[src/rtl/mtep_pkg.sv]
package mtep_pkg;

	localparam logic [7:0] STATUS_BIT  = 8'h80;
	localparam logic [7:0] DATA_MASK   = 8'h7f;
	localparam logic [7:0] META_TEMPO  = 8'h51;
	localparam logic [7:0] SYS_BASE    = 8'hf0;
	localparam logic [7:0] META_STATUS = 8'hff;
	localparam logic [3:0] HI_NOTE_OFF = 4'h8;
	localparam logic [3:0] HI_NOTE_ON  = 4'h9;
	localparam logic [3:0] HI_PROGRAM  = 4'hc;
	localparam logic [3:0] HI_PRESSURE = 4'hd;
	localparam logic [1:0] VARLEN_LAST = 2'd3;
	localparam int         FIFO_DEPTH  = 4;

	typedef enum logic [3:0] {
		PH_DELTA     = 4'd0,
		PH_STATUS    = 4'd1,
		PH_DATA1     = 4'd2,
		PH_DATA2     = 4'd3,
		PH_META_TYPE = 4'd4,
		PH_META_LEN  = 4'd5,
		PH_META_BODY = 4'd6,
		PH_SYSEX_LEN = 4'd7,
		PH_SKIP      = 4'd8
	} phase_t;

	typedef enum logic [2:0] {
		K_OFF   = 3'd0,
		K_ON    = 3'd1,
		K_TEMPO = 3'd2,
		K_DONE  = 3'd3,
		K_ERR   = 3'd4
	} kind_t;

	typedef struct packed {
		logic        has_ev;
		kind_t       kind;
		logic [4:0]  track;
		logic [31:0] time_ev;
		logic [3:0]  channel;
		logic [7:0]  note;
		logic [7:0]  velocity;
		logic [7:0]  instrument;
		logic [23:0] tempo;
		logic        has_done;
		logic [31:0] time_done;
	} cmd_t;

endpackage

[src/rtl/mtep_fifo.sv]
module mtep_fifo (
	input  logic            clk,
	input  logic            arst_n,
	input  logic            push,
	input  mtep_pkg::cmd_t  wr_cmd,
	output logic            full,
	input  logic            pop,
	output logic            empty,
	output mtep_pkg::cmd_t  rd_cmd
);

	localparam int AW = $clog2(mtep_pkg::FIFO_DEPTH);

	mtep_pkg::cmd_t mem_q [mtep_pkg::FIFO_DEPTH];
	logic [AW-1:0]  wr_ptr_q;
	logic [AW-1:0]  rd_ptr_q;
	logic [AW:0]    count_q;

	assign full   = (count_q == (AW+1)'(mtep_pkg::FIFO_DEPTH));
	assign empty  = (count_q == '0);
	assign rd_cmd = mem_q[rd_ptr_q];

	always_ff @(posedge clk) begin
		if (push)
			mem_q[wr_ptr_q] <= wr_cmd;
	end

	always_ff @(posedge clk or negedge arst_n) begin
		if (!arst_n) begin
			wr_ptr_q <= '0;
			rd_ptr_q <= '0;
			count_q  <= '0;
		end else begin
			if (push)
				wr_ptr_q <= wr_ptr_q + 1'b1;
			if (pop)
				rd_ptr_q <= rd_ptr_q + 1'b1;
			if (push && !pop)
				count_q <= count_q + 1'b1;
			else if (pop && !push)
				count_q <= count_q - 1'b1;
		end
	end

endmodule

[config.mk]
export PLATFORM = sky130hd
export DESIGN_NAME = mtep_fifo
export DESIGN_NICKNAME = d
export VERILOG_FILES = /design/src/rtl/mtep_pkg.sv /design/src/rtl/mtep_fifo.sv
export SDC_FILE = /design/constraint.sdc
export NUM_CORES = 1
export LEC_CHECK = 0
export ABC_AREA = 1
export BUFFER_PORTS_ARGS = -buffer_cell sky130_fd_sc_hd__buf_2
export CAP_MARGIN = 5
export CORE_MARGIN = 2
export CORE_UTILIZATION = 30
export DETAILED_ROUTE_END_ITERATION = 16
export PLACE_DENSITY = 0.54
export SLEW_MARGIN = 20
export SYNTH_ARGS = -nofsm -noshare
export SYNTH_HDL_FRONTEND = slang
export SYNTH_SLANG_ARGS = --single-unit
[constraint.sdc]
create_clock -name clk -period 8.7 [get_ports clk]
set_input_delay 2.61 -clock clk [delete_from_list [all_inputs] [get_ports clk]]
set_output_delay 2.61 -clock clk [all_outputs]
set_load 0.02 [all_outputs]
# Yosys cells after proc, flatten, opt, wreduce, memory -nomap -nowiden

Memories as Yosys holds them, arrays and structs flattened.
Index checks and enable logic that the tools add are counted.

Register bits after elaboration: 7
Memory bits (writable): 504
Input port bits: 130
Output and inout port bits: 128
Word-level logic and storage cells: 19
Memories kept: 1

Memory list:

| memory | depth | bits a word | rd ports | clocked after Yosys merged registers in | wr ports | line            | text |
|---|---|---|---|---|---|---|---|
| mem_q  | 4     | 126         | 1        | 0                                       | 1        | mtep_fifo.sv:14 | `mtep_pkg::cmd_t mem_q [mtep_pkg::FIFO_DEPTH];` |

$add $sub $neg: 4
Equality and inequality tests: 1
Multiplexer cells: 4
Reduce and logical (&&, ||, !) cells: 6

Operator list:

| cell                                             | number |
|---|---|
| 2-to-1 mux 3 bit                                 | 2 |
| adder 2 x 1 -> 2 bit, second input constant      | 2 |
| adder 3 x 1 -> 3 bit, second input constant      | 1 |
| == test 3 bit, second input constant             | 1 |
| zero test 3 bit                                  | 1 |
| subtractor 3 x 1 -> 3 bit, second input constant | 1 |
| logical AND 1 bit                                | 2 |
| zero test 1 bit                                  | 2 |
| 2-to-1 mux 1 bit                                 | 2 |
| nonzero test 2 bit                               | 1 |

# Longest topological paths before layout

Depth in word-level cells: 4
Mapped depth: 9
Gate-level depth less buffers: 9

# Least setup slack after synthesis

No wires, ideal clock.

Path kind: in2reg
Start point: input port push
End point: memory mem_q[0][0] (netlist bit), enable pin
Setup time: 0.479 ns
Data arrival time: 5.346 ns
Required time: 8.221 ns
Setup slack: 2.875 ns
Stages: 3
Buffers on the path: 1
Cell sequence: clkbuf_1 nand2_1 inv_1

Cells in the longest elaborated chain, start to end: 2

Ends and longest elaborated chain:

| element                                | line            | text |
|---|---|---|
| start, declared                        | mtep_fifo.sv:4  | `input logic push,` |
| 2-to-1 mux 1 bit                       | mtep_fifo.sv:24 | `if (push)` |
| 2-to-1 mux 1 bit (not written as such) | mtep_fifo.sv:25 | `mem_q[wr_ptr_q] <= wr_cmd;` |
| end, declared                          | mtep_fifo.sv:14 |  |

Every way passes these cells.

==> results.py <==
metrics = {
    "floorplanning": {
        "dieWidth_um": 271,
        "coreArea_um2": 70300,
        "fp-row-count": 97,
        "fp.dieH_um": 271,
        "num_io_pins": 258,
        "die_area_um2": 73500,
        "start_util": 0.305,
    },
    "timing": {
        "relSlewSlack": 0.265,
        "timing_hold_violations_final": 0,
        "drv_slew": 0,
        "period_needed_ns": 5.80,
        "rsz0062_at_grt": "false",
        "fmax_mhz": 173,
        "final-setup-viol-count": 0,
        "worst_clock_skew_ns": 0.0270,
        "tightestPinTransition_ns": 1.10,
        "tns_ns": 0,
        "finalCritPeriodShare": 0.666,
    },
    "global_route": {
        "grt_pass1_wl_um": 71200,
        "antenna_found_initial": 9,
        "grt_max_degree": 190,
        "grtUsageTotal": 0.123,
        "grt_pass1_vias": 12300,
        "grt_overflow_total": 0,
    },
    "yosys": {
        "synth_nets": 1653,
        "synthCells": 1517,
        "ys_seq_elements": 511,
        "avgSynthCellArea_um2": 14.1,
        "synth_area_leader_cell": "edfxtp_1",
        "synth_cell_types": 22,
        "yosys_warnings": 0,
        "synth_top_area_share": 0.707,
        "ys_top_cells_by_area": "edfxtp_1 71%, o211ai_2 6.0%, o211ai_1 5.3%, nand2_1 5.1%, inv_1 4.6%",
        "syn_area_um2": 21400,
        "ys_seq_area_frac": 0.715,
    },
    "worst_setup_path": {
        "cp.required_ns": 6.09,
        "rr_endpoint": "mem_q[1][50]$_DFFE_PP_",
        "r2r_start": "wr_ptr_q[1]$_DFFE_PN0P_",
        "reg2reg_slack_ns": 6.07,
        "cp_data_arrival_time_ns": 3.19,
        "path_class": "flip-flop to output pin",
        "max_stage_delay_ns": 0.79,
        "reg2regPathDepth": 5,
        "critPathSlowestCell": "dfrtp_4",
        "critPathBufInv": 3,
        "cp-end-kind": "output pin",
        "path_delay_family": "buffers and inverters",
        "worstPathCellList": "inv_6, buf_12, o211ai_2, nand2_1, buf_2",
        "cp_max_fo": 66,
        "startpoint_type": "flip-flop",
    },
    "routing": {
        "via_per_inst": 4.34,
        "drt_iter0_drc": 610,
        "drc_errors": 0,
        "drt_pass1_iterations": 4,
        "vias": 11900,
        "wl_um": 45700,
        "avgRoutedWirePerCell_um": 16.6,
        "antenna_left": 0,
    },
    "final_layout": {
        "syn2layout_area_growth_pct": 16.2,
        "nFillCells": 6762,
        "post-route-util": 0.354,
        "regArea_um2": 15300,
        "layout.cells.most_common_list": "504 x edfxtp_1, 291 x nand2_1, 259 x inv_1, 257 x buf_2, 150 x o211ai_1",
        "nNetsFinal": 1896,
        "drive_above_1_share": 0.303,
        "final_common_cell": "edfxtp_1",
        "multi_input_area_um2": 4260,
    },
    "hold_path": {
        "min_path_type": "flip-flop to flip-flop",
        "hold-path-cell-count": 2,
        "min_delay_worst_endpoint": "count_q[2]$_DFFE_PN0P_",
        "min_from": "count_q[2]$_DFFE_PN0P_",
    },
    "pwr": {
        "power.total_mw": 8.84,
        "p_leak_nw": 9.73,
        "irDropWorstVdd_uv": 223,
        "powerDensity_nw_per_um2": 356,
    },
    "run": {
        "maxCapViolations": 0,
    },
    "clock_tree": {
        "post-cts-setup-buffers": 0,
        "cts_root_buffer": "clkbuf_16",
        "cts_resized": 0,
        "cts.sinks": 511,
        "cts_tree": "done",
        "insertion_delay_ns": 0.60,
        "clkSlewWorstSetupHoldPaths_ns": 0.07,
        "htreeDepth": 2,
        "cts_buffers": 56,
        "hold_buffers": 0,
        "cts_buffer_depth": 3,
    },
    "placement": {
        "port_buffers": 257,
        "gp_congestion": 0.702,
        "place.detailed.hpwl_um": 25900,
    },
    "outcome": {
        "status": "finished clean",
    },
}
## flip-flops by register name, summed over array words and instances (netlist names)
name	count
wr_ptr_q	2
rd_ptr_q	2
count_q	3
mem_q	504
## metal layers
| metal | routed length, µm | track usage | up-vias |
|---|---|---|---|
| met4 | 990 | 0.0322 | 16 |
| met5 | 109 | 0 | - |
| met2 | 22600 | 0.217 | 220 |
| met3 | 3060 | 0.0399 | 76 |
| li1 | - | - | 5785 |
| met1 | 19000 | 0.145 | 5809 |
## kinds of logic after synthesis
kind of cell / Yosys count / synth area share
DFF: 511 / 0.715
xor gates and xnor gates: 4 / 0.00164
AOI/OAI and AO/OA: 253 / 0.112
and+or+nand+nor: 395 / 0.0813
adders and majority gates: 6 / 0.00386
buffers and inverters: 348 / 0.0854
## final cells by class
class	count	share of cell area
Tap cell	940	0.0473
Inverter	264	0.0409
Multi-Input combinational cell	658	0.172
Sequential cell	511	0.616
Clock inverter	30	0.00770
Timing Repair Buffer	269	0.0569
Antenna cell	2	0.000201
Clock buffer	71	0.0595
## report_power, final
group          leakage (nW)  internal, mW  switching [mW]
sequential             4.71          3.23           0.216
combinational          4.21         0.956            2.26
clock                 0.812          1.25           0.931
total                  9.73          5.43            3.41
## stage by stage
stage | cell area, µm² | setup WS (ns) | std cells | hold slack [ns]
6_report | 24900 | 2.90 | 2745 | 0.507
5_1_grt | 24900 | 2.67 | 2743 | 0.527
4_1_cts | 24900 | 2.77 | 2743 | 0.507
3_5_place_dp | 23200 | 3.47 | 2642 | 0.492
3_3_place_gp | 23200 | 3.48 | 2642 | 0.490
2_1_floorplan | 21400 | 2.88 | 1517 | 0.463
## worst reg2reg max path: cells and delay by family, from the launching register on
family	cells	cell delay, ns
buf+inv	3	1.55
flops	1	0.41
simple gates	1	0.10
fa+ha+maj	1	0.15
## Yosys cell counts
cell type / n
nand4_1: 1
buf_12: 12
inv_6: 1
fa_1: 1
buf_2: 23
nand3_1: 1
edfxtp_1: 504
xor2_1: 3
ha_1: 5
nor3_1: 2
o211ai_2: 102
nand2_2: 100
o21ai_1: 1
buf_4: 5
xnor2_1: 1
buf_8: 3
inv_1: 263
dfrtp_1: 7
o211ai_1: 150
nand2_1: 291
buf_6: 32
clkbuf_1: 9
## how the worst max path moves through the flow
| stage | from | endpoint | slack [ns] | cells past startpoint |
|---|---|---|---|---|
| 6_report | rd_ptr_q[1]$_DFFE_PN0P_ | rd_cmd[58] | 2.90 | 5 |
| 5_1_grt | rd_ptr_q[1]$_DFFE_PN0P_ | rd_cmd[54] | 2.67 | 5 |
| 2_1_floorplan | push | mem_q[0][0]$_DFFE_PP_ | 2.88 | 3 |
| 3_5_place_dp | rd_ptr_q[1]$_DFFE_PN0P_ | rd_cmd[54] | 3.47 | 5 |
| 4_1_cts | rd_ptr_q[1]$_DFFE_PN0P_ | rd_cmd[58] | 2.77 | 5 |
| 3_3_place_gp | rd_ptr_q[1]$_DFFE_PN0P_ | rd_cmd[54] | 3.48 | 5 |
(Power assumes the default switching activity.)
