--- config.mk ---
export PLATFORM = sky130hd
export DESIGN_NAME = mtep_back
export DESIGN_NICKNAME = d
export VERILOG_FILES = /design/src/rtl/mtep_pkg.sv /design/src/rtl/mtep_back.sv
export SDC_FILE = /design/constraint.sdc
export NUM_CORES = 1
export LEC_CHECK = 0
export BUFFER_PORTS_ARGS = -buffer_cell sky130_fd_sc_hd__buf_4
export CELL_PAD_IN_SITES_DETAIL_PLACEMENT = 0
export CELL_PAD_IN_SITES_GLOBAL_PLACEMENT = 2
export CORE_MARGIN = 4
export CORE_UTILIZATION = 27
export DETAILED_ROUTE_END_ITERATION = 6
export PLACE_DENSITY = 0.87
export RECOVER_POWER = 50
export SLEW_MARGIN = 10
export SYNTH_ARGS = -nofsm -noshare
export SYNTH_HDL_FRONTEND = slang
export SYNTH_SLANG_ARGS = --single-unit
--- constraint.sdc ---
create_clock -name clk -period 6.8 [get_ports clk]
set_input_delay 0 -clock clk [delete_from_list [all_inputs] [get_ports clk]]
set_output_delay 0 -clock clk [all_outputs]
set_load 0.1 [all_outputs]
--- src/rtl/mtep_pkg.sv ---
package mtep_pkg;

	localparam logic [7:0] STATUS_BIT  = 8'h80;
	localparam logic [7:0] DATA_MASK   = 8'h7f;
	localparam logic [7:0] META_TEMPO  = 8'h51;
	localparam logic [7:0] SYS_BASE    = 8'hf0;
	localparam logic [7:0] META_STATUS = 8'hff;
	localparam logic [3:0] HI_NOTE_OFF = 4'h8;
	localparam logic [3:0] HI_NOTE_ON  = 4'h9;
	localparam logic [3:0] HI_PROGRAM  = 4'hc;
	localparam logic [3:0] HI_PRESSURE = 4'hd;
	localparam logic [1:0] VARLEN_LAST = 2'd3;
	localparam int         FIFO_DEPTH  = 4;

	typedef enum logic [3:0] {
		PH_DELTA     = 4'd0,
		PH_STATUS    = 4'd1,
		PH_DATA1     = 4'd2,
		PH_DATA2     = 4'd3,
		PH_META_TYPE = 4'd4,
		PH_META_LEN  = 4'd5,
		PH_META_BODY = 4'd6,
		PH_SYSEX_LEN = 4'd7,
		PH_SKIP      = 4'd8
	} phase_t;

	typedef enum logic [2:0] {
		K_OFF   = 3'd0,
		K_ON    = 3'd1,
		K_TEMPO = 3'd2,
		K_DONE  = 3'd3,
		K_ERR   = 3'd4
	} kind_t;

	typedef struct packed {
		logic        has_ev;
		kind_t       kind;
		logic [4:0]  track;
		logic [31:0] time_ev;
		logic [3:0]  channel;
		logic [7:0]  note;
		logic [7:0]  velocity;
		logic [7:0]  instrument;
		logic [23:0] tempo;
		logic        has_done;
		logic [31:0] time_done;
	} cmd_t;

endpackage

--- src/rtl/mtep_back.sv ---
module mtep_back (
	input  logic            clk,
	input  logic            arst_n,
	input  logic            empty,
	input  mtep_pkg::cmd_t  rd_cmd,
	output logic            pop,
	output logic            m_tvalid,
	input  logic            m_tready,
	output logic [95:0]     m_tdata,
	output logic [2:0]      m_tuser,
	output logic            m_tlast
);

	logic        sent_q;
	logic        valid_q;
	logic [95:0] data_q;
	logic [2:0]  kind_q;
	logic        last_q;
	logic        load;
	logic        send_ev;

	assign load    = (!valid_q || m_tready) && !empty;
	assign send_ev = rd_cmd.has_ev && !sent_q;
	assign pop     = load && !(send_ev && rd_cmd.has_done);

	assign m_tvalid = valid_q;
	assign m_tdata  = data_q;
	assign m_tuser  = kind_q;
	assign m_tlast  = last_q;

	always_ff @(posedge clk) begin
		if (load) begin
			if (send_ev) begin
				data_q <= {7'b0, rd_cmd.tempo, rd_cmd.instrument, rd_cmd.velocity,
					rd_cmd.note, rd_cmd.channel, rd_cmd.time_ev, rd_cmd.track};
				kind_q <= rd_cmd.kind;
				last_q <= !rd_cmd.has_done;
			end else begin
				data_q <= {7'b0, 24'b0, 8'b0, 8'b0, 8'b0, 4'b0, rd_cmd.time_done,
					rd_cmd.track};
				kind_q <= mtep_pkg::K_DONE;
				last_q <= 1'b1;
			end
		end
	end

	always_ff @(posedge clk or negedge arst_n) begin
		if (!arst_n) begin
			valid_q <= 1'b0;
			sent_q  <= 1'b0;
		end else begin
			if (load)
				valid_q <= 1'b1;
			else if (m_tready)
				valid_q <= 1'b0;
			if (load)
				sent_q <= send_ev && rd_cmd.has_done;
		end
	end

endmodule

==> results of run 1 <==
stage by stage:
step	hold WS, ns	setup WS (ns)	util [%]	std cells
detailed placement	-0.215	4.36	40.7	605
floorplan	-0.296	0.125	-	215
global placement	-0.215	4.43	40.7	605
cells by family after synthesis:
logic type,Yosys count
AOI/OAI and AO/OA,2
buffers and inverters,20
DFF,95
muxes,33
other,1
and+or+nand+nor,58
==> impl_metrics.env, run 1 <==
export IMPL_cts_hold_buf=125
export IMPL_haltStage="4_1_cts"
export IMPL_syn_area_per_cell_sq_um=18.5
export IMPL_htree_levels=3
export IMPL_muxShareOfSynthArea_pct=12.7
export IMPL_post_cts_resized=0
export IMPL_die_h_um=128
export IMPL_synth_most_common_cell="edfxtp_1"
export IMPL_ys_top_cells_by_area="edfxtp_1 72%, mux2_4 12%, and2_1 8.7%"
export IMPL_place_congestion=0.713
export IMPL_ios=232
export IMPL_synthXorXnorAreaFrac_pct=0
export IMPL_clk_path_buf_depth=2
export IMPL_yosys_area_share_adder_pct=0
export IMPL_status="aborted with a tool error"
export IMPL_core_rowCount=43
export IMPL_ys_async_sr_fraction_pct=2.11
export IMPL_netlist_area_sq_um=3870
export IMPL_cts_root_buffer="clkbuf_16"
export IMPL_io_buffers=224
export IMPL_synth_top_area_share_pct=72.1
export IMPL_synthCells=209
export IMPL_synth_edf_count=93
export IMPL_ys_flop_type="edfxtp_1"
export IMPL_synth_cell_types=16
export IMPL_netlist_top_cell_by_area="edfxtp_1"
export IMPL_die_w_um=128
export IMPL_toolErrorMsg="[ERROR RSZ-0060] Max buffer count reached."
export IMPL_synth_top_family_by_area="multiplexers"
export IMPL_cts_setup_buffers=0
export IMPL_synth_compound_area_share_pct=0.259
export IMPL_post_dp_cell_area_sq_um=5690
export IMPL_synthTopCellsByCount="93 x edfxtp_1, 54 x and2_1, 32 x mux2_4, 7 x buf_4, 5 x buf_6"
export IMPL_synth_seq_cells=95
export IMPL_hpwl_um=7470
export IMPL_yosysWarnings=0
export IMPL_cts_inserted_buffers=9
export IMPL_synthSimpleGateAreaFrac_pct=9.37
export IMPL_initial_core_util_pct=27.7
export IMPL_clock_sinks=95
export IMPL_ys_seq_area_share_pct=73.4
==> inputs of run 2 (changes only) <==
Settings changed: CELL_PAD_IN_SITES_DETAIL_PLACEMENT 0 to not set, CELL_PAD_IN_SITES_GLOBAL_PLACEMENT 2 to not set, CORE_UTILIZATION 27 to 20, PLACE_DENSITY 0.87 to not set, PLACE_DENSITY_LB_ADDON set to 0.15.
==> impl_metrics.env, run 2 <==
export IMPL_post_cts_resized=0
export IMPL_ys_top_cells_by_area="edfxtp_1 72%, mux2_4 12%, and2_1 8.7%"
export IMPL_path_depth=4
export IMPL_synth_seq_cells=95
export IMPL_timing_fmax_ghz=0.291
export IMPL_max_stage_delay_ns=1.87
export IMPL_endpoint="pop"
export IMPL_grt_antenna_before_repair=0
export IMPL_syn_area_per_cell_sq_um=18.5
export IMPL_dp_cells=685
export IMPL_drive_above_1_share_pct=31.2
export IMPL_relSlewSlack_pct=-77.1
export IMPL_rsz0062_at_grt="false"
export IMPL_final_cell_mix="129 x dlygate4sd3_1, 125 x buf_4, 98 x clkbuf_1"
export IMPL_hpwl_um=7600
export IMPL_syn_to_final_growth_pct=81.4
export IMPL_drt_iter0_markers=69
export IMPL_ys_flop_type="edfxtp_1"
export IMPL_synth_top_area_share_pct=72.1
export IMPL_cts_root_buffer="clkbuf_16"
export IMPL_synthCells=209
export IMPL_postRouteAntennaNets=0
export IMPL_worstPathCellList="a21oi_1, clkbuf_1, and2_1, buf_4"
export IMPL_powerDensity_nw_per_um2=254
export IMPL_synthTopCellsByCount="93 x edfxtp_1, 54 x and2_1, 32 x mux2_4, 7 x buf_4, 5 x buf_6"
export IMPL_num_nets_final=695
export IMPL_hold_violations=0
export IMPL_muxShareOfSynthArea_pct=12.7
export IMPL_grt_pass1_vias=3398
export IMPL_synthXorXnorAreaFrac_pct=0
export IMPL_fp_coreArea_sq_um=18900
export IMPL_ys_async_sr_fraction_pct=2.11
export IMPL_drc_errors=0
export IMPL_status="finished with violations"
export IMPL_post_route_util_pct=37.2
export IMPL_route_vias_total=3010
export IMPL_finalSetupTns_ns=0
export IMPL_synth_most_common_cell="edfxtp_1"
export IMPL_synth_cell_types=16
export IMPL_maxCapViolations=2
export IMPL_ios=232
export IMPL_critical_path_top_delay_family="buffers and inverters"
export IMPL_cp_startpoint="m_tvalid"
export IMPL_timing_final_crit_share_pct=50.5
export IMPL_path_clk_slew_ns=0.06
export IMPL_grt_pass1_wl_um=17200
export IMPL_crit_fanout=49
export IMPL_worst_pin_slew_ns=2.66
export IMPL_drv_slew=97
export IMPL_startpoint_type="flop"
export IMPL_cts_setup_buffers=0
export IMPL_worst_slack_ns=3.37
export IMPL_synth_edf_count=93
export IMPL_clk_latency_ns=0.34
export IMPL_pre_cts_ws_ns=4.28
export IMPL_r2r_start="sent_q"
export IMPL_fillCellCount=1910
export IMPL_routed_wirelength_um=11100
export IMPL_worstSetupEndpointType="output port"
export IMPL_violations="max-capacitance violations, max-slew violations"
export IMPL_n_antenna_cell=0
export IMPL_yosysWarnings=0
export IMPL_yosys_area_share_adder_pct=0
export IMPL_critPathRequiredTime_ns=6.80
export IMPL_cts_inserted_buffers=9
export IMPL_first_pass_iters=4
export IMPL_die_h_um=147
export IMPL_grt_max_degree=55
export IMPL_initial_core_util_pct=20.5
export IMPL_setup_viol=0
export IMPL_htree_levels=3
export IMPL_avgViaCountPerCell=3.63
export IMPL_peakVddDrop_v=0.000107
export IMPL_crit_buf_inv=2
export IMPL_synth_top_family_by_area="multiplexers"
export IMPL_fin_worst_skew_ns=0.00839
export IMPL_cp_arrival_ns=3.43
export IMPL_worst_r2r_setup_slack_ns=3.80
export IMPL_slowest_stage="clkbuf_1"
export IMPL_largest_register_ffs=89
export IMPL_place_congestion=0.675
export IMPL_netlist_area_sq_um=3870
export IMPL_clock_sinks=95
export IMPL_synthSimpleGateAreaFrac_pct=9.37
export IMPL_finalNonFillerCells=830
export IMPL_grt_total_usage_pct=10.1
export IMPL_clk_path_buf_depth=2
export IMPL_worst_r2r_cell_count=4
export IMPL_core_rowCount=50
export IMPL_p_leak_nw=2.81
export IMPL_fin_crit_ns=3.43
export IMPL_netlist_top_cell_by_area="edfxtp_1"
export IMPL_tritoncts="built"
export IMPL_report_power_total_w=0.00178
export IMPL_io_buffers=224
export IMPL_die_w_um=147
export IMPL_worstReg2RegEnd="m_tdata[10]"
export IMPL_globalRouteOverflowTotal=0
export IMPL_mostFrequentLayoutCell="dlygate4sd3_1"
export IMPL_synth_compound_area_share_pct=0.259
export IMPL_dieArea_sq_um=21600
export IMPL_worst_setup_path_type="flop to output port"
export IMPL_post_drt_wl_per_cell_um=13.4
export IMPL_hold_class="input pin to flop"
export IMPL_ys_seq_area_share_pct=73.4
run 2: area by class of cell:
| type | instances | area, sq um | area share, % |
|---|---|---|---|
| clock buffers | 14 | 274 | 3.90 |
| clock inverters | 2 | 37.5 | 0.535 |
| inverters | 3 | 11.3 | 0.160 |
| multi-input cells | 100 | 895 | 12.7 |
| flip-flops and latches | 95 | 2840 | 40.5 |
| well taps | 260 | 325 | 4.63 |
| repair buffers | 356 | 2640 | 37.5 |
run 2: timing repair:
action	in CTS	in global routing
hold buffers	129	0
endpoints found under the setup margin	0	0
hold endpoints to repair	97	0
run 2: worst reg2reg max path: cells and delay by family, from the launching register on:
| family | cells | cell delay, ns |
|---|---|---|
| DFF | 1 | 0.40 |
| and+or+nand+nor | 1 | 0.72 |
| buffers and inverters | 2 | 1.26 |
| muxes | 1 | 0.37 |
run 2: where the power goes:
part	switching [W]	total (W)	internal, W
logic	0.000378	0.000546	0.000168
registers	0.0000111	0.000709	0.000698
clock network	0.000211	0.000527	0.000316
total	0.000600	0.00178	0.00118
run 2: cells by family after synthesis:
logic type      count (synthesis)
flops                          95
simple gates                   58
other cells                     1
compound gates                  2
buf+inv                        20
mux                            33
run 2: routing by layer:
metal | vias up | track usage [%] | share of wire (%)
met5 | - | 0 | 0
met4 | 0 | 5.03 | 2.3
met2 | 136 | 18.2 | 51
met3 | 13 | 3.24 | 7.5
li1 | 1444 | - | -
met1 | 1417 | 10.6 | 39
run 2: how the worst min path moves through the flow:
stage | cells after the start | end | startpoint
after floorplan | 0 | m_tvalid | arst_n
after global placement | 1 | m_tvalid | arst_n
after detailed placement | 1 | m_tvalid | arst_n
after CTS | 3 | m_tuser[0] | rd_cmd[125]
after global routing | 3 | m_tuser[1] | rd_cmd[125]
final | 3 | m_tuser[1] | rd_cmd[125]
run 2: through the flow:
stage	hold WS (ns)	area [sq um]
2_1_floorplan	-0.296	3890
3_3_place_gp	-0.210	5790
3_5_place_dp	-0.209	5790
4_1_cts	0.224	7390
5_1_grt	0.256	7020
6_report	0.231	7020
Note: power is estimated with default switching activity, not from simulation.
